**src/rclfp_pkg.sv**
```systemverilog
// Shared types, constants and the CRC-8 step for the RC link frame parser.
// Used by every module of the block; depends on nothing.
package rclfp_pkg;

	// Frame store geometry
	localparam int FRAME_BYTES   = 64;
	localparam int POS_W         = $clog2(FRAME_BYTES + 1);
	localparam int PAYLOAD_START = 3;
	localparam int NUM_CHANNELS  = 16;
	localparam int CHANNEL_BITS  = 11;
	localparam int CHAN_BYTES    = (NUM_CHANNELS * CHANNEL_BITS + 7) / 8;
	localparam int CHAN_FLAT_W   = CHAN_BYTES * 8;
	localparam int CHAN_IDX_W    = $clog2(NUM_CHANNELS);
	localparam int PAY_IDX_W     = $clog2(CHAN_BYTES);
	localparam int BIT_OFF_W     = $clog2(CHAN_FLAT_W);

	// Queue between front and back
	localparam int QUEUE_DEPTH   = 2;
	localparam int QPTR_W        = $clog2(QUEUE_DEPTH);
	localparam int QCNT_W        = $clog2(QUEUE_DEPTH + 1);

	// CRC-8 DVB-S2
	localparam logic [7:0] CRC_POLY = 8'hD5;
	localparam logic [7:0] CRC_TOP  = 8'h80;

	// Configuration reset values
	localparam logic [7:0] SYNC_RESET    = 8'd200;
	localparam logic [7:0] CHTYPE_RESET  = 8'd22;
	localparam logic [5:0] MAXLEN_RESET  = 6'd62;
	localparam logic [7:0] MIN_LENGTH    = 8'd2;

	// APB register map
	localparam int PADDR_W = 4;
	typedef enum logic [1:0] {
		REG_SYNC   = 2'd0,
		REG_CHTYPE = 2'd1,
		REG_MAXLEN = 2'd2
	} reg_idx_t;

	typedef struct packed {
		logic [7:0] sync_value;
		logic [7:0] channels_type;
		logic [5:0] max_length;
	} cfg_t;

	// One good frame handed from front to back
	typedef struct packed {
		logic [7:0]                      kind;
		logic                            is_chan;
		logic [CHAN_BYTES-1:0][7:0]      chan_data;
	} entry_t;

	// Queue status seen by the front and the back
	typedef struct packed {
		logic full;
		logic empty;
	} q_status_t;

	function automatic logic [7:0] crc8_step(input logic [7:0] crc, input logic [7:0] b);
		logic [7:0] c;
		c = crc ^ b;
		for (int i = 0; i < 8; i++) begin
			if ((c & CRC_TOP) != 8'd0) begin
				c = {c[6:0], 1'b0} ^ CRC_POLY;
			end else begin
				c = {c[6:0], 1'b0};
			end
		end
		return c;
	endfunction

endpackage

```
**src/rc_link_frame_parser.sv**
```systemverilog
// Top level of the RC link frame parser: APB configuration registers,
// front, queue and back. Depends on rclfp_pkg and the rclfp_* modules.
//
// Usage:
//   Byte channel (byte_valid/byte_ready, rx_byte): one received serial byte
//   per beat. The front takes one every cycle byte_ready is high; a frame is
//   [sync][length L][type][L-2 payload][crc], CRC-8 poly 0xD5, zero init.
//   Result channel (res_valid/res_ready): one beat per result. A good RC
//   channels frame gives 16 beats (channel 0..15, last on 15); any other
//   good frame gives one beat with has_channels 0. Bad frames give nothing.
//   A good frame is queued with its CRC byte; its results then leave by the
//   output register, one per cycle while res_ready is high. Bytes come in one
//   per cycle while byte_ready is high; a channels frame holds the back for 16 results.
//   A two-frame queue sits between front and back; byte_ready drops only
//   while it is full, so a stalled receiver stalls the byte side only once
//   two finished frames wait.
//   Reset clears position, CRC, captured channel bytes and the queue, and
//   loads sync 200, channels type 22, max length 62.
//   Registers: 0x0 sync_value, 0x4 channels_type, 0x8 max_length.
module rc_link_frame_parser
	import rclfp_pkg::*;
(
	input  logic                    clk,
	input  logic                    arst_n,
	input  logic                    psel,
	input  logic                    penable,
	input  logic                    pwrite,
	input  logic [PADDR_W-1:0]      paddr,
	input  logic [31:0]             pwdata,
	output logic [31:0]             prdata,
	output logic                    pready,
	input  logic                    byte_valid,
	output logic                    byte_ready,
	input  logic [7:0]              rx_byte,
	output logic                    res_valid,
	input  logic                    res_ready,
	output logic [7:0]              frame_kind,
	output logic                    has_channels,
	output logic [CHAN_IDX_W-1:0]   channel_index,
	output logic [CHANNEL_BITS-1:0] channel_value,
	output logic                    last
);

	cfg_t      cfg_q;
	logic      cfg_wr;
	reg_idx_t  reg_idx;
	logic      push;
	logic      pop;
	entry_t    push_entry;
	entry_t    head;
	q_status_t q_stat;

	assign pready  = 1'b1;
	assign cfg_wr  = psel && penable && pwrite;
	assign reg_idx = reg_idx_t'(paddr[3:2]);

	// Configuration writes
	always_ff @(posedge clk or negedge arst_n) begin
		if (!arst_n) begin
			cfg_q.sync_value    <= SYNC_RESET;
			cfg_q.channels_type <= CHTYPE_RESET;
			cfg_q.max_length    <= MAXLEN_RESET;
		end else if (cfg_wr) begin
			unique case (reg_idx)
				REG_SYNC:   cfg_q.sync_value    <= pwdata[7:0];
				REG_CHTYPE: cfg_q.channels_type <= pwdata[7:0];
				REG_MAXLEN: cfg_q.max_length    <= pwdata[5:0];
				default:    cfg_q               <= cfg_q;
			endcase
		end
	end

	// Register readback
	always_comb begin
		unique case (reg_idx)
			REG_SYNC:   prdata = {24'd0, cfg_q.sync_value};
			REG_CHTYPE: prdata = {24'd0, cfg_q.channels_type};
			REG_MAXLEN: prdata = {26'd0, cfg_q.max_length};
			default:    prdata = 32'd0;
		endcase
	end

	rclfp_front u_front (
		.clk        (clk),
		.arst_n     (arst_n),
		.byte_valid (byte_valid),
		.byte_ready (byte_ready),
		.rx_byte    (rx_byte),
		.cfg        (cfg_q),
		.q_stat     (q_stat),
		.push       (push),
		.push_entry (push_entry)
	);

	rclfp_queue u_queue (
		.clk        (clk),
		.arst_n     (arst_n),
		.push       (push),
		.push_entry (push_entry),
		.pop        (pop),
		.head       (head),
		.q_stat     (q_stat)
	);

	rclfp_back u_back (
		.clk           (clk),
		.arst_n        (arst_n),
		.head          (head),
		.q_stat        (q_stat),
		.pop           (pop),
		.res_valid     (res_valid),
		.res_ready     (res_ready),
		.frame_kind    (frame_kind),
		.has_channels  (has_channels),
		.channel_index (channel_index),
		.channel_value (channel_value),
		.last          (last)
	);

endmodule

```
**src/rclfp_front.sv**
```systemverilog
// Front part: sync hunt, length check, running CRC and channel byte capture.
// Pushes one entry per good frame into the queue. Depends on rclfp_pkg.
module rclfp_front
	import rclfp_pkg::*;
(
	input  logic       clk,
	input  logic       arst_n,
	input  logic       byte_valid,
	output logic       byte_ready,
	input  logic [7:0] rx_byte,
	input  cfg_t       cfg,
	input  q_status_t  q_stat,
	output logic       push,
	output entry_t     push_entry
);

	logic [POS_W-1:0]            wpos_q, wpos_d;
	logic [7:0]                  crc_q, crc_d;
	logic [7:0]                  len_q;
	logic [7:0]                  kind_q;
	logic [CHAN_BYTES-1:0][7:0]  pay_q, pay_d;

	logic                        accept;
	logic [POS_W-1:0]            pos_inc;
	logic [7:0]                  len_now;
	logic [8:0]                  end_pos;
	logic                        len_bad;
	logic                        in_pay;
	logic [PAY_IDX_W-1:0]        pay_idx;
	logic [POS_W-1:0]            pay_off;

	// Stall input only while the queue cannot take a finished frame
	assign byte_ready = !q_stat.full;
	assign accept     = byte_valid && byte_ready;

	assign pos_inc = wpos_q + POS_W'(1);
	assign len_now = (wpos_q == POS_W'(1)) ? rx_byte : len_q;
	assign end_pos = {1'b0, len_now} + 9'd2;
	assign len_bad = (len_now < MIN_LENGTH) || (len_now > {2'b00, cfg.max_length});
	assign in_pay  = (wpos_q >= POS_W'(PAYLOAD_START))
		&& (wpos_q < POS_W'(PAYLOAD_START + CHAN_BYTES));
	assign pay_off = wpos_q - POS_W'(PAYLOAD_START);
	assign pay_idx = pay_off[PAY_IDX_W-1:0];

	// Capture channel bytes, step position and CRC, detect frame end
	always_comb begin
		wpos_d = wpos_q;
		crc_d  = crc_q;
		pay_d  = pay_q;
		push   = 1'b0;
		if (accept && in_pay) begin
			pay_d[pay_idx] = rx_byte;
		end
		if (accept) begin
			priority if (wpos_q == '0) begin
				if (rx_byte == cfg.sync_value) begin
					wpos_d = POS_W'(1);
					crc_d  = 8'd0;
				end
			end else if (wpos_q >= POS_W'(FRAME_BYTES)) begin
				wpos_d = '0;
			end else if (len_bad) begin
				wpos_d = '0;
			end else if ({2'b00, pos_inc} < end_pos) begin
				wpos_d = pos_inc;
				if (pos_inc >= POS_W'(3)) begin
					crc_d = crc8_step(crc_q, rx_byte);
				end
			end else begin
				wpos_d = '0;
				push   = (crc_q == rx_byte);
			end
		end
	end

	assign push_entry.kind      = kind_q;
	assign push_entry.is_chan   = (kind_q == cfg.channels_type);
	assign push_entry.chan_data = pay_d;

	// Hold position, CRC and captured bytes
	always_ff @(posedge clk or negedge arst_n) begin
		if (!arst_n) begin
			wpos_q <= '0;
			crc_q  <= 8'd0;
			pay_q  <= '0;
		end else begin
			wpos_q <= wpos_d;
			crc_q  <= crc_d;
			pay_q  <= pay_d;
		end
	end

	// Latch length and type bytes as they pass
	always_ff @(posedge clk) begin
		if (accept && wpos_q == POS_W'(1)) begin
			len_q <= rx_byte;
		end
		if (accept && wpos_q == POS_W'(2)) begin
			kind_q <= rx_byte;
		end
	end

	a_wpos_range: assert property (@(posedge clk) disable iff (!arst_n)
		wpos_q <= POS_W'(FRAME_BYTES))
		else $error("frame position beyond store");

	a_push_accept: assert property (@(posedge clk) disable iff (!arst_n)
		push |-> (accept && wpos_q >= POS_W'(3) && wpos_d == '0))
		else $error("push without closing a frame");

endmodule

```
**src/rclfp_queue.sv**
```systemverilog
// Short queue of good frames between the front and the back.
// Depends on rclfp_pkg for the entry type and depth.
module rclfp_queue
	import rclfp_pkg::*;
(
	input  logic      clk,
	input  logic      arst_n,
	input  logic      push,
	input  entry_t    push_entry,
	input  logic      pop,
	output entry_t    head,
	output q_status_t q_stat
);

	entry_t              mem_q [QUEUE_DEPTH];
	logic [QPTR_W-1:0]   wr_ptr_q;
	logic [QPTR_W-1:0]   rd_ptr_q;
	logic [QCNT_W-1:0]   count_q;

	assign q_stat.full  = (count_q == QCNT_W'(QUEUE_DEPTH));
	assign q_stat.empty = (count_q == '0);
	assign head         = mem_q[rd_ptr_q];

	// Write the pushed frame
	always_ff @(posedge clk) begin
		if (push) begin
			mem_q[wr_ptr_q] <= push_entry;
		end
	end

	// Advance pointers and count
	always_ff @(posedge clk or negedge arst_n) begin
		if (!arst_n) begin
			wr_ptr_q <= '0;
			rd_ptr_q <= '0;
			count_q  <= '0;
		end else begin
			if (push) begin
				wr_ptr_q <= (wr_ptr_q == QPTR_W'(QUEUE_DEPTH - 1)) ? '0 : wr_ptr_q + QPTR_W'(1);
			end
			if (pop) begin
				rd_ptr_q <= (rd_ptr_q == QPTR_W'(QUEUE_DEPTH - 1)) ? '0 : rd_ptr_q + QPTR_W'(1);
			end
			unique case ({push, pop})
				2'b10:   count_q <= count_q + QCNT_W'(1);
				2'b01:   count_q <= count_q - QCNT_W'(1);
				default: count_q <= count_q;
			endcase
		end
	end

	a_no_overflow: assert property (@(posedge clk) disable iff (!arst_n)
		push |-> !q_stat.full)
		else $error("push into full queue");

	a_no_underflow: assert property (@(posedge clk) disable iff (!arst_n)
		pop |-> !q_stat.empty)
		else $error("pop from empty queue");

endmodule

```
**src/rclfp_back.sv**
```systemverilog
// Back part: unpacks queued frames into results, one per cycle while the
// receiver takes them, into an output register. Depends on rclfp_pkg.
module rclfp_back
	import rclfp_pkg::*;
(
	input  logic                   clk,
	input  logic                   arst_n,
	input  entry_t                 head,
	input  q_status_t              q_stat,
	output logic                   pop,
	output logic                   res_valid,
	input  logic                   res_ready,
	output logic [7:0]             frame_kind,
	output logic                   has_channels,
	output logic [CHAN_IDX_W-1:0]  channel_index,
	output logic [CHANNEL_BITS-1:0] channel_value,
	output logic                   last
);

	logic [CHAN_IDX_W-1:0]   chan_q;
	logic                    out_valid_q;
	logic [CHAN_FLAT_W-1:0]  flat;
	logic [BIT_OFF_W-1:0]    bit_off;
	logic [CHANNEL_BITS-1:0] chan_val;
	logic                    load;
	logic                    final_res;

	// Channel k sits at bit 11*k of the captured bytes
	assign flat     = head.chan_data;
	assign bit_off  = BIT_OFF_W'(chan_q) * BIT_OFF_W'(CHANNEL_BITS);
	assign chan_val = flat[bit_off +: CHANNEL_BITS];

	assign load      = (!out_valid_q || res_ready) && !q_stat.empty;
	assign final_res = !head.is_chan || (chan_q == CHAN_IDX_W'(NUM_CHANNELS - 1));
	assign pop       = load && final_res;
	assign res_valid = out_valid_q;

	// Output register valid and channel counter
	always_ff @(posedge clk or negedge arst_n) begin
		if (!arst_n) begin
			out_valid_q <= 1'b0;
			chan_q      <= '0;
		end else begin
			if (load) begin
				out_valid_q <= 1'b1;
				chan_q      <= final_res ? '0 : chan_q + CHAN_IDX_W'(1);
			end else if (res_ready) begin
				out_valid_q <= 1'b0;
			end
		end
	end

	// Output payload
	always_ff @(posedge clk) begin
		if (load) begin
			frame_kind    <= head.kind;
			has_channels  <= head.is_chan;
			channel_index <= head.is_chan ? chan_q : '0;
			channel_value <= head.is_chan ? chan_val : '0;
			last          <= final_res;
		end
	end

	a_last_form: assert property (@(posedge clk) disable iff (!arst_n)
		(res_valid && has_channels) |->
			(last == (channel_index == CHAN_IDX_W'(NUM_CHANNELS - 1))))
		else $error("last flag out of step with channel index");

	a_chan_reset: assert property (@(posedge clk) disable iff (!arst_n)
		pop |=> (chan_q == '0))
		else $error("channel counter not cleared after frame");

endmodule
```
**config.mk**
```make
export PLATFORM = sky130hd
export DESIGN_NAME = rc_link_frame_parser
export DESIGN_NICKNAME = d
export VERILOG_FILES = /design/src/rclfp_pkg.sv /design/src/rc_link_frame_parser.sv /design/src/rclfp_front.sv /design/src/rclfp_queue.sv /design/src/rclfp_back.sv
export SDC_FILE = /design/constraint.sdc
export NUM_CORES = 1
export LEC_CHECK = 0
export BUFFER_PORTS_ARGS = -buffer_cell sky130_fd_sc_hd__buf_2
export CORE_MARGIN = 1
export CORE_UTILIZATION = 40
export DETAILED_ROUTE_END_ITERATION = 6
export PLACE_DENSITY = 0.67
export SETUP_SLACK_MARGIN = 0.1
export SYNTH_ARGS = -nofsm -noshare
export SYNTH_HDL_FRONTEND = slang
export SYNTH_HIERARCHICAL = 1
export SYNTH_SLANG_ARGS = --single-unit
```
**constraint.sdc**
```tcl
create_clock -name clk -period 24.5 [get_ports clk]
set_input_delay 3.675 -clock clk [delete_from_list [all_inputs] [get_ports clk]]
set_output_delay 3.675 -clock clk [all_outputs]
set_load 0.01 [all_outputs]
```
==> flow_summary.yaml, run 1 <==
status:
  status: "completed"
worst_hold_path:
  hold_class: "reg2reg"
  hold_end: "u_queue/count_q[1]$_DFFE_PN0P_"
  holdPathStages: 1
  hold_path.startpoint: "u_queue/count_q[1]$_DFFE_PN0P_"
route:
  antenna_left: 0
  vias: 13706
  routed_wl_mm: 58.5
  vias_per_cell: 5.27
  drt_iter0_markers: 1067
  remaining_drc_errors: 0
  wl_per_cell_um: 22.5
  drtPass1Iterations: 7
clock_network:
  htree_levels: 3
  cts_resized: 0
  post_cts_buffers: 0
  clock_sinks: 633
  cts_tree: "built"
  clk_latency_ns: 0.61
  clock-root-buffer: "clkbuf_16"
  numCtsBuffers: 67
  clkTransAtPathRegs_ns: 0.06
  max-clock-path-buffers: 3
  ctsHoldBuffers: 0
critical_path:
  cp-end-kind: "flop"
  r2r_slack_ns: 17.71
  cp_data_arrival_time_ns: 9.45
  crit_top_cell: "buf_4"
  path_class: "in2reg"
  crit_chain: "buf_2 -> and4_1 -> nand2_1 -> xor2_1 -> nor2_1 -> a21oi_1 -> ha_1 -> or3_1 -> a221oi_1 -> a211oi_2 -> nand3_1 -> nor2_1 -> inv_1 -> nor2_4 -> buf_4 -> buf_4 -> buf_4"
  critPathSlowestCell: "buf_4"
  cp.required_ns: 24.72
  start_kind: "input port"
  reg2reg_from: "u_front/wpos_q[1]$_DFFE_PN0P_"
  critPathMaxFanout: 69
  cpPeakStageDelay_ns: 0.92
  reg2regPathDepth: 18
  r2r-end: "u_queue/mem_q[0][153]$_DFFE_PP_"
die:
  dieArea_sq_um: 69000
  fp-row-count: 95
  num_io_pins: 111
  die_w_um: 263
  initial_core_util_pct: 40.5
  core_area_sq_um: 67200
  die_h_um: 263
sta:
  fin_crit_ns: 9.23
  setup_ws_ns: 15.27
  setup_viol: 0
  tns_ns: 0
  period_share_pct: 37.7
  max_freq_mhz: 108
  skew_ns: 0.0277
  maxSlewViolCount: 0
  tightest_slew_ns: 1.13
  relSlewSlack_pct: 24.5
  rsz0062_at_grt: "no"
  hold_viol_final: 0
  whs_ns: 0.493
power:
  clkPwrFrac_pct: 31.9
  switching_share_pct: 28.0
  combinationalPowerShare_pct: 27.7
  ir_drop_uv: 51.9
  internal-power_w: 0.00224
  total_power_w: 0.00311
  powerDensity_nw_per_um2: 103
  switching_power_w: 0.000872
  power_leakage_nw: 12.2
  power_frac_seq_pct: 40.4
place:
  dp_cells: 2477
  dpl.hpwl_mm: 32.9
  io_buffers: 59
  gp_congestion: 0.813
  dp_worst_setup_slack_ns: 14.71
grt:
  grt_pass1_vias: 14568
  grt_remaining_overflow: 0
  grt_usage_pct: 17.1
  grt_use_met3_pct: 2.96
  grt.busiest_layer: "met2"
  met1_usage_pct: 22.1
  antenna_found_initial: 1
  gr-usage-met2_pct: 29.7
  grt_max_degree: 143
  grt_pass1_wl_mm: 89.5
synthesis:
  ys_top_cells_by_area: "edfxtp_1, dfrtp_1, mux2_2"
  async_reset_ff_share_pct: 35.1
  synth_seq_area_share_pct: 65.9
  syn_area_sq_um: 27200
  synth_top_area_share_pct: 45.4
  ys_ff_latch: 633
  synth-edff-count: 411
  synth_cells: 1606
  avgSynthCellArea_sq_um: 16.9
  yosys.area.top_type: "edfxtp_1"
  ys_warn_count: 6
  ys.flop_type: "edfxtp_1"
  synthDistinctLibCells: 70
final_layout:
  finalNetCount: 1743
  layout-drive-gt1-share_pct: 36.3
  area_growth_pct: 11.5
  fillCellCount: 5745
  fin_cells: 2600
  antenna_cells: 0
job:
  drv_cap: 0
-- worst max-delay path: cells and delay by family --
kind / cells / cell delay [ns]
buf+inv: 5 / 3.41
simple gates: 7 / 1.26
compound gates: 3 / 0.54
fa+ha+maj: 1 / 0.19
xor+xnor: 1 / 0.17
-- logic make-up (layout without fill, tap and decap cells) --
kind of cell,count (synthesis),after routing,synth area share [%]
and+or+nand+nor,203,203,3.98
other,2,25,0.0276
AOI/OAI and AO/OA,98,98,2.51
muxes,469,469,21.9
DFF,633,633,65.9
buffers and inverters,124,222,3.03
xor gates and xnor gates,58,58,1.87
adders and majority gates,19,19,0.874
-- routing by layer --
layer	wire, um	vias up	part of all wire, %
met5	13	-	0.022
met4	990	2	1.7
met3	2670	73	4.6
met2	29900	319	51
met1	24900	7203	43
li1	-	6109	-
-- flip-flops by register name, indices dropped and copies added, names as in the netlist, 2 cells and up --
name	count
u_back/channel_value	11
u_front/len_q	8
u_queue/mem_q	370
u_back/chan_q	4
u_front/kind_q	8
u_back/channel_index	4
u_front/pay_q	176
u_front/wpos_q	7
cfg_q	22
u_back/frame_kind	8
u_queue/count_q	2
u_front/crc_q	8
-- cells in the final DEF (no fill, tap or decap), types with 13 or more instances in the layout --
cell type	n
edfxtp_1	411
mux2_2	247
dfrtp_1	209
mux2_4	141
clkbuf_16	68
mux2i_1	62
nand2_1	61
buf_2	58
xnor2_1	43
nand3_1	29
nor2_1	26
conb_1	25
o21ai_0	24
buf_4	21
ha_1	19
inv_1	17
mux4_2	16
a22oi_1	15
xor2_1	15
clkinv_1	13
nand2b_1	13
-- power by group through the flow --
stage,logic (W),clock network [W],registers (W)
2_1_floorplan,0.000723,0,0.00125
3_3_place_gp,0.000855,0,0.00128
3_5_place_dp,0.000865,0,0.00128
4_1_cts,0.000870,0.00101,0.00126
5_1_grt,0.000921,0.00106,0.00127
6_report,0.000860,0.000993,0.00126
-- final cells by class --
cell class | instances | area (sq um) | area share (%)
Timing Repair Buffer | 82 | 503 | 1.66
Sequential cell | 633 | 17900 | 59.1
Multi-Input combinational cell | 872 | 8560 | 28.2
Clock inverter | 35 | 308 | 1.02
Clock buffer | 88 | 1870 | 6.16
Inverter | 17 | 63.8 | 0.211
Tap cell | 873 | 1090 | 3.60
-- stage by stage --
stage | util (%) | cell area, sq um
2_1_floorplan | - | 27300
3_3_place_gp | 41.9 | 28100
3_5_place_dp | 41.9 | 28100
4_1_cts | 45.1 | 30300
5_1_grt | 45.1 | 30300
6_report | 45.1 | 30300
-- how the worst max path moves through the flow --
| stage | start | to | slack (ns) |
|---|---|---|---|
| 4_1_cts | rx_byte[1] | u_queue/mem_q[0][112]$_DFFE_PP_ | 15.35 |
| 6_report | rx_byte[1] | u_queue/mem_q[0][153]$_DFFE_PP_ | 15.27 |
| 3_5_place_dp | rx_byte[1] | u_queue/mem_q[0][128]$_DFFE_PP_ | 14.71 |
| 3_3_place_gp | rx_byte[1] | u_queue/mem_q[0][128]$_DFFE_PP_ | 14.76 |
| 5_1_grt | rx_byte[1] | u_queue/mem_q[0][90]$_DFFE_PP_ | 14.99 |
| 2_1_floorplan | rx_byte[3] | u_queue/mem_q[0][0]$_DFFE_PP_ | 10.32 |
-- synth_stat cells, drive strengths merged (2+ instances only) --
library cell,count
edfxtp,411
mux2,389
dfrtp,211
buf,77
nand2,63
mux2i,62
xnor2,43
nor2,39
clkbuf,30
nand3,30
o21ai,28
ha,19
mux4,18
inv,17
a22oi,15
xor2,15
nand2b,13
dfstp,11
nand4,11
a21oi,10
nor3,9
a221oi,8
and2,8
a22o,7
o2111ai,7
a31oi,6
nor2b,5
or2,5
nor4,4
a21o,3
and4,3
or4,3
a211oi,2
a32o,2
conb,2
nand4b,2
nor3b,2
o22ai,2
or3,2
or3b,2
Power figures use the tool's default switching activity.
==> run 2, diff against run 1 <==
- ABC_AREA: unset -> 1
- PLACE_DENSITY: 0.67 -> 0.69
- clock period: 24.5 -> 8.3 ns (I/O delays scaled with it)
==> run 2 against run 1 <==
Against the previous run:
- first-iteration DRC count grew 43%
- die area grew 3.2%
- clock-buffer cell count grew 8
- sequential share of layout area shrank 0.99 points
- synthesized cell count grew 71%
- register-to-register slack lost 15 ns
- via count grew 34%
- final area grew 1.7%
- clock power grew to 2.7 times the previous value
- clock skew grew 0.011 ns
- flip-flop and latch count is the same
- largest power group unchanged
==> flow_summary.yaml, run 2 <==
clock_network:
  clk_latency_ns: 0.64
  clkTransAtPathRegs_ns: 0.06
  numCtsBuffers: 60
  clock-root-buffer: "clkbuf_16"
  htree_levels: 2
  clock_sinks: 633
  cts_tree: "built"
  ctsHoldBuffers: 0
  cts_resized: 0
  max-clock-path-buffers: 3
  post_cts_buffers: 0
sta:
  tns_ns: 0
  period_share_pct: 61.8
  skew_ns: 0.0390
  relSlewSlack_pct: 24.7
  maxSlewViolCount: 0
  hold_viol_final: 0
  max_freq_mhz: 195
  fin_crit_ns: 5.13
  tightest_slew_ns: 1.13
  setup_viol: 0
  rsz0062_at_grt: "no"
synthesis:
  ys_top_cells_by_count: "nand2_1, edfxtp_1, inv_1"
  ys_warn_count: 6
  ys_ff_latch: 633
  ys.flop_type: "edfxtp_1"
  ys_top_cells_by_area: "edfxtp_1, dfrtp_1, nand2_1"
  avgSynthCellArea_sq_um: 10.2
  synthDistinctLibCells: 46
  async_reset_ff_share_pct: 35.1
  syn_area_sq_um: 28100
  yosys.area.top_type: "edfxtp_1"
  synth_top_area_share_pct: 44.0
  synth_cells: 2751
  synth_seq_area_share_pct: 63.8
  yosysMostFrequentCell: "nand2_1"
  synth-edff-count: 411
critical_path:
  path_buf_inv: 5
  cp-end-kind: "flop"
  cpPeakStageDelay_ns: 0.74
  crit_family: "simple AND/OR/NAND/NOR gates"
  start_kind: "flop"
  reg2reg_from: "u_front/wpos_q[1]$_DFFE_PN0P_"
  cp_data_arrival_time_ns: 5.40
  crit_chain: "inv_1 -> ha_1 -> inv_1 -> nor2_8 -> nand2_4 -> o21ai_2 -> nor2_4 -> nand3_1 -> nand2_1 -> ha_1 -> inv_1 -> nor3_1 -> nand2_1 -> nand2_1 -> nand2_1 -> nand3_1 -> nand2_1 -> nor4_1 -> nand2_1 -> inv_8 -> buf_4"
  cp.required_ns: 8.57
  path_class: "reg2reg"
  critPathSlowestCell: "inv_8"
  critPathMaxFanout: 133
  cp-startpoint: "u_front/wpos_q[1]$_DFFE_PN0P_"
  crit_top_cell: "nand2_1"
route:
  vias_per_cell: 4.90
  drt_iter0_markers: 1522
  drtPass1Iterations: 5
  vias: 18421
  antenna_left: 0
  remaining_drc_errors: 0
  wl_per_cell_um: 16.7
  routed_wl_mm: 62.7
final_layout:
  layout-drive-gt1-share_pct: 10.3
  finalNetCount: 2847
  final_common_cell: "nand2_1"
  fin_cells: 3760
  final_area_sq_um: 30800
  largest_reg_flops: 370
  reg.largest.list: "u_queue/mem_q (370), u_front/pay_q (176), cfg_q (22)"
  area_growth_pct: 9.79
  regMostFlops: "u_queue/mem_q"
  layout_common_cells: "nand2_1, edfxtp_1, inv_1"
  post-route-util_pct: 44.6
  antenna_cells: 0
place:
  gp_congestion: 0.831
  dp_cells: 3646
  dpl.hpwl_mm: 36.6
  placed_area_sq_um: 28800
  io_buffers: 59
power:
  total_power_w: 0.00930
  combinationalPowerShare_pct: 31.3
  clkPwrFrac_pct: 29.4
  ir_drop_uv: 222
  power_frac_seq_pct: 39.4
  switching_power_w: 0.00336
  power_leakage_nw: 14.4
  powerDensity_nw_per_um2: 302
  switching_share_pct: 36.1
  internal-power_w: 0.00595
die:
  die_h_um: 267
  initial_core_util_pct: 40.7
  core_area_sq_um: 69100
  die_w_um: 267
  num_io_pins: 111
  dieArea_sq_um: 71300
  fp-row-count: 96
grt:
  antenna_found_initial: 1
  grt_pass1_vias: 17558
  grt_usage_pct: 18.0
  grt_max_degree: 250
  grt_remaining_overflow: 0
  grt_pass1_wl_mm: 98.3
status:
  status: "completed"
job:
  drv_cap: 0
worst_hold_path:
  hold_class: "reg2reg"
  hold_path.startpoint: "cfg_q[3]$_DFFE_PN1P_"
## run 2: cell count changes after synthesis, moves of 62 or more
cell and delta:
inv_1 +332, mux2_2 -247, mux2_4 -141, mux2i_1 -62, nand2_1 +810, nand3_1 +141, o21ai_0 +236, o21ai_1 +103
## run 2: cell families (layout without fill, tap and decap cells)
family                     count (synthesis)  count (layout)  synth area share (%)
other                                      2              25                0.0267
and+or+nand+nor                         1155            1155                  18.1
buffers and inverters                    508             563                  8.70
xor gates and xnor gates                  34              34                  1.16
AOI/OAI and AO/OA                        400             400                  7.42
adders and majority gates                 19              19                 0.847
DFF                                      633             633                  63.8
## run 2: layout make-up
cell class              count  area [sq um]
fillers                  6365         38200
flip-flops and latches    633         17900
multi-input cells        1633          7820
clock buffers              96          1820
inverters                 362          1370
well taps                 931          1160
repair buffers             87           553
clock inverters            18           179
## run 2: worst paths after layout
kind	endpoint	slack (ns)	cells past startpoint
max	u_queue/mem_q[1][181]$_DFFE_PP_	3.17	21
min	cfg_q[3]$_DFFE_PN1P_	0.48	2
max reg2reg	u_queue/mem_q[1][181]$_DFFE_PP_	3.17	21
min reg2reg	cfg_q[3]$_DFFE_PN1P_	0.48	2
max in group asynchronous	u_front/pay_q[91]$_DFF_PN0_	5.84	3
min in group asynchronous	u_front/crc_q[0]$_DFFE_PN0P_	0.64	1
## run 2: power by group through the flow
stage / clock (W) / combinational, W / sequential [W]
after floorplan: 0 / 0.00217 / 0.00366
after global placement: 0 / 0.00284 / 0.00372
after detailed placement: 0 / 0.00287 / 0.00372
after CTS: 0.00278 / 0.00289 / 0.00366
after global routing: 0.00290 / 0.00329 / 0.00368
final: 0.00273 / 0.00291 / 0.00366
## run 2: worst min-delay path: cells and delay by family (launching register included)
| family | cells | cell delay, ns |
|---|---|---|
| DFF | 1 | 0.38 |
| and+or+nand+nor | 2 | 0.10 |
## run 2: per-layer routing
layer	up-vias	track usage, %	share of wire [%]
met3	107	3.99	8.1
met1	8752	24.6	44
met4	0	5.34	2.3
li1	8950	-	-
met5	-	0	0
met2	612	28.5	45
## run 2: metrics by stage
step	hold WS (ns)	setup WS, ns
floorplan	0.450	1.01
global placement	0.462	2.79
detailed placement	0.468	2.80
CTS	0.478	3.12
global route	0.500	2.71
finish	0.479	3.17
==> run 3, diff against run 2 <==
- clock period: 8.3 -> 4.1 ns (I/O delays scaled with it)
==> run 3 against run 2 <==
Against the previous run:
- hold slack worse by 0.47 ns
- final cell count is 1.1% higher
- non-clock buffer count is 43 higher
- die area stayed put
- sequential power is 100% higher
- critical path depth stayed put
- critical endpoint is now u_queue/mem_q[1][178]$_DFFE_PP_
- largest cell class unchanged
- largest power group unchanged
==> flow_summary.yaml, run 3 (synthesis gave the netlist of run 2 again) <==
status:
  status: "completed"
critical_path:
  cp_data_arrival_time_ns: 4.04
  start_kind: "flop"
  reg2reg_from: "u_front/wpos_q[4]$_DFFE_PN0P_"
  cp-end-kind: "flop"
  reg2regPathDepth: 21
  critPathMaxFanout: 25
  cp.required_ns: 4.42
  path_class: "reg2reg"
  cp-startpoint: "u_front/wpos_q[4]$_DFFE_PN0P_"
die:
  fp-row-count: 96
  dieArea_sq_um: 71300
  initial_core_util_pct: 40.7
  core_area_sq_um: 69100
  die_h_um: 267
  num_io_pins: 111
  die_w_um: 267
power:
  combinationalPowerShare_pct: 31.6
  internal-power_w: 0.0121
  switching_power_w: 0.00679
  ir_drop_uv: 478
  powerDensity_nw_per_um2: 601
  switching_share_pct: 36.0
  power_leakage_nw: 14.7
  power_frac_seq_pct: 39.1
  clkPwrFrac_pct: 29.2
sta:
  hold_viol_final: 0
  setup_viol: 0
  tightest_slew_ns: 0.962
  tns_ns: 0
  whs_ns: 0.00506
  period_share_pct: 90.8
  relSlewSlack_pct: 35.9
  skew_ns: 0.0194
  max_freq_mhz: 269
  maxSlewViolCount: 0
  fin_crit_ns: 3.72
  rsz0062_at_grt: "no"
final_layout:
  layout_common_cells: "nand2_1, edfxtp_1, inv_1"
  finalNetCount: 2891
  antenna_cells: 0
  regMostFlops: "u_queue/mem_q"
  largest_reg_flops: 370
  reg.largest.list: "u_queue/mem_q (370), u_front/pay_q (176), cfg_q (22)"
  post-route-util_pct: 45.5
  final_common_cell: "nand2_1"
  area_growth_pct: 12.0
  layout-drive-gt1-share_pct: 11.8
route:
  routed_wl_mm: 64.0
  vias: 18636
  drt_iter0_markers: 1610
  drtPass1Iterations: 6
  antenna_left: 0
  wl_per_cell_um: 16.8
  remaining_drc_errors: 0
  vias_per_cell: 4.90
clock_network:
  clk_latency_ns: 0.63
  cts_tree: "built"
  clkTransAtPathRegs_ns: 0.06
  clock_sinks: 633
  max-clock-path-buffers: 3
  htree_levels: 2
  clock-root-buffer: "clkbuf_16"
  numCtsBuffers: 61
grt:
  gr-usage-met2_pct: 28.6
  grt_use_met3_pct: 3.56
  grt.busiest_layer: "met2"
  met1_usage_pct: 25.7
  grt_usage_pct: 18.2
  grt_max_degree: 144
  grt_pass1_vias: 17610
  grt_remaining_overflow: 0
  grt_pass1_wl_mm: 100
  antenna_found_initial: 1
worst_hold_path:
  hold_class: "in2async"
place:
  gp_congestion: 0.827
  dpl.hpwl_mm: 39.0
  io_buffers: 59
job:
  drv_cap: 0
[run 3: changes by cell type in the layout (fill, tap and decap cells not counted), sizes merged]
cell / delta
buf: +40
clkinvlp: +1
bufinv: +3
clkbuf: -11
clkinv: +10
[run 3: final timing paths]
kind	slack [ns]	endpoint
hold reg to reg	0.48	cfg_q[3]$_DFFE_PN1P_
setup reg to reg	0.38	u_queue/mem_q[1][178]$_DFFE_PP_
setup / recovery	0.38	u_queue/mem_q[1][178]$_DFFE_PP_
hold / removal	0.005	u_front/pay_q[133]$_DFF_PN0_
max in group asynchronous	3.08	u_front/pay_q[12]$_DFF_PN0_
min in group clk	0.21	cfg_q[20]$_DFFE_PN1P_
[run 3: stage by stage]
step / cell area [sq um] / std cells / power (W) / worst slack (ns)
finish: 31500 / 3803 / 0.0189 / 0.379
global route: 31500 / 3803 / 0.0200 / 0.103
CTS: 31200 / 3783 / 0.0189 / 0.222
detailed placement: 29200 / 3669 / 0.0133 / 0.253
global placement: 29200 / 3669 / 0.0133 / 0.295
floorplan: 28200 / 2774 / 0.0118 / -1.66
[run 3: layout make-up]
class | count | area [sq um]
clock buffer | 82 | 1670
clock inverter | 32 | 299
fill | 6274 | 37600
multi-input combinational | 1633 | 7890
inverter | 362 | 1370
sequential | 633 | 17900
tap | 931 | 1160
timing repair buffer | 130 | 1140
[run 3: power by group through the flow]
stage                     Clock [W]  Sequential, W  Combinational [W]
after global placement            0        0.00753            0.00577
after global routing        0.00587        0.00743            0.00675
after floorplan                   0        0.00741            0.00443
after CTS                   0.00563        0.00740            0.00587
final                       0.00552        0.00740            0.00597
after detailed placement          0        0.00752            0.00583
[run 3: layer usage]
layer,up-vias,routed length (um)
met3,94,5310
met5,-,13
met4,2,1530
met1,8813,28200
met2,671,29000
li1,9056,-
[run 3: critical path, cell delays in order, from the launching register on]
cell,delay [ns]
dfrtp_1,0.55
nor2_8,0.28
nand2_8,0.12
nand2_2,0.12
nand2_4,0.08
nor2_4,0.14
nand2_1,0.08
nand3_1,0.07
nand2_1,0.07
ha_1,0.30
inv_1,0.06
nor3_1,0.16
nand2_1,0.07
nand2_1,0.06
nand2_1,0.05
nand3_2,0.08
nand2_2,0.09
nor4_4,0.30
nand2_1,0.15
clkinvlp_4,0.13
buf_12,0.20
buf_16,0.21
[run 3: timing repair]
| action | in CTS | in global routing |
|---|---|---|
| resized for setup | 0 | 11 |
| buffers inserted | 0 | 17 |
| setup endpoints to repair | 0 | 336 |
| hold buffers | 0 | 0 |
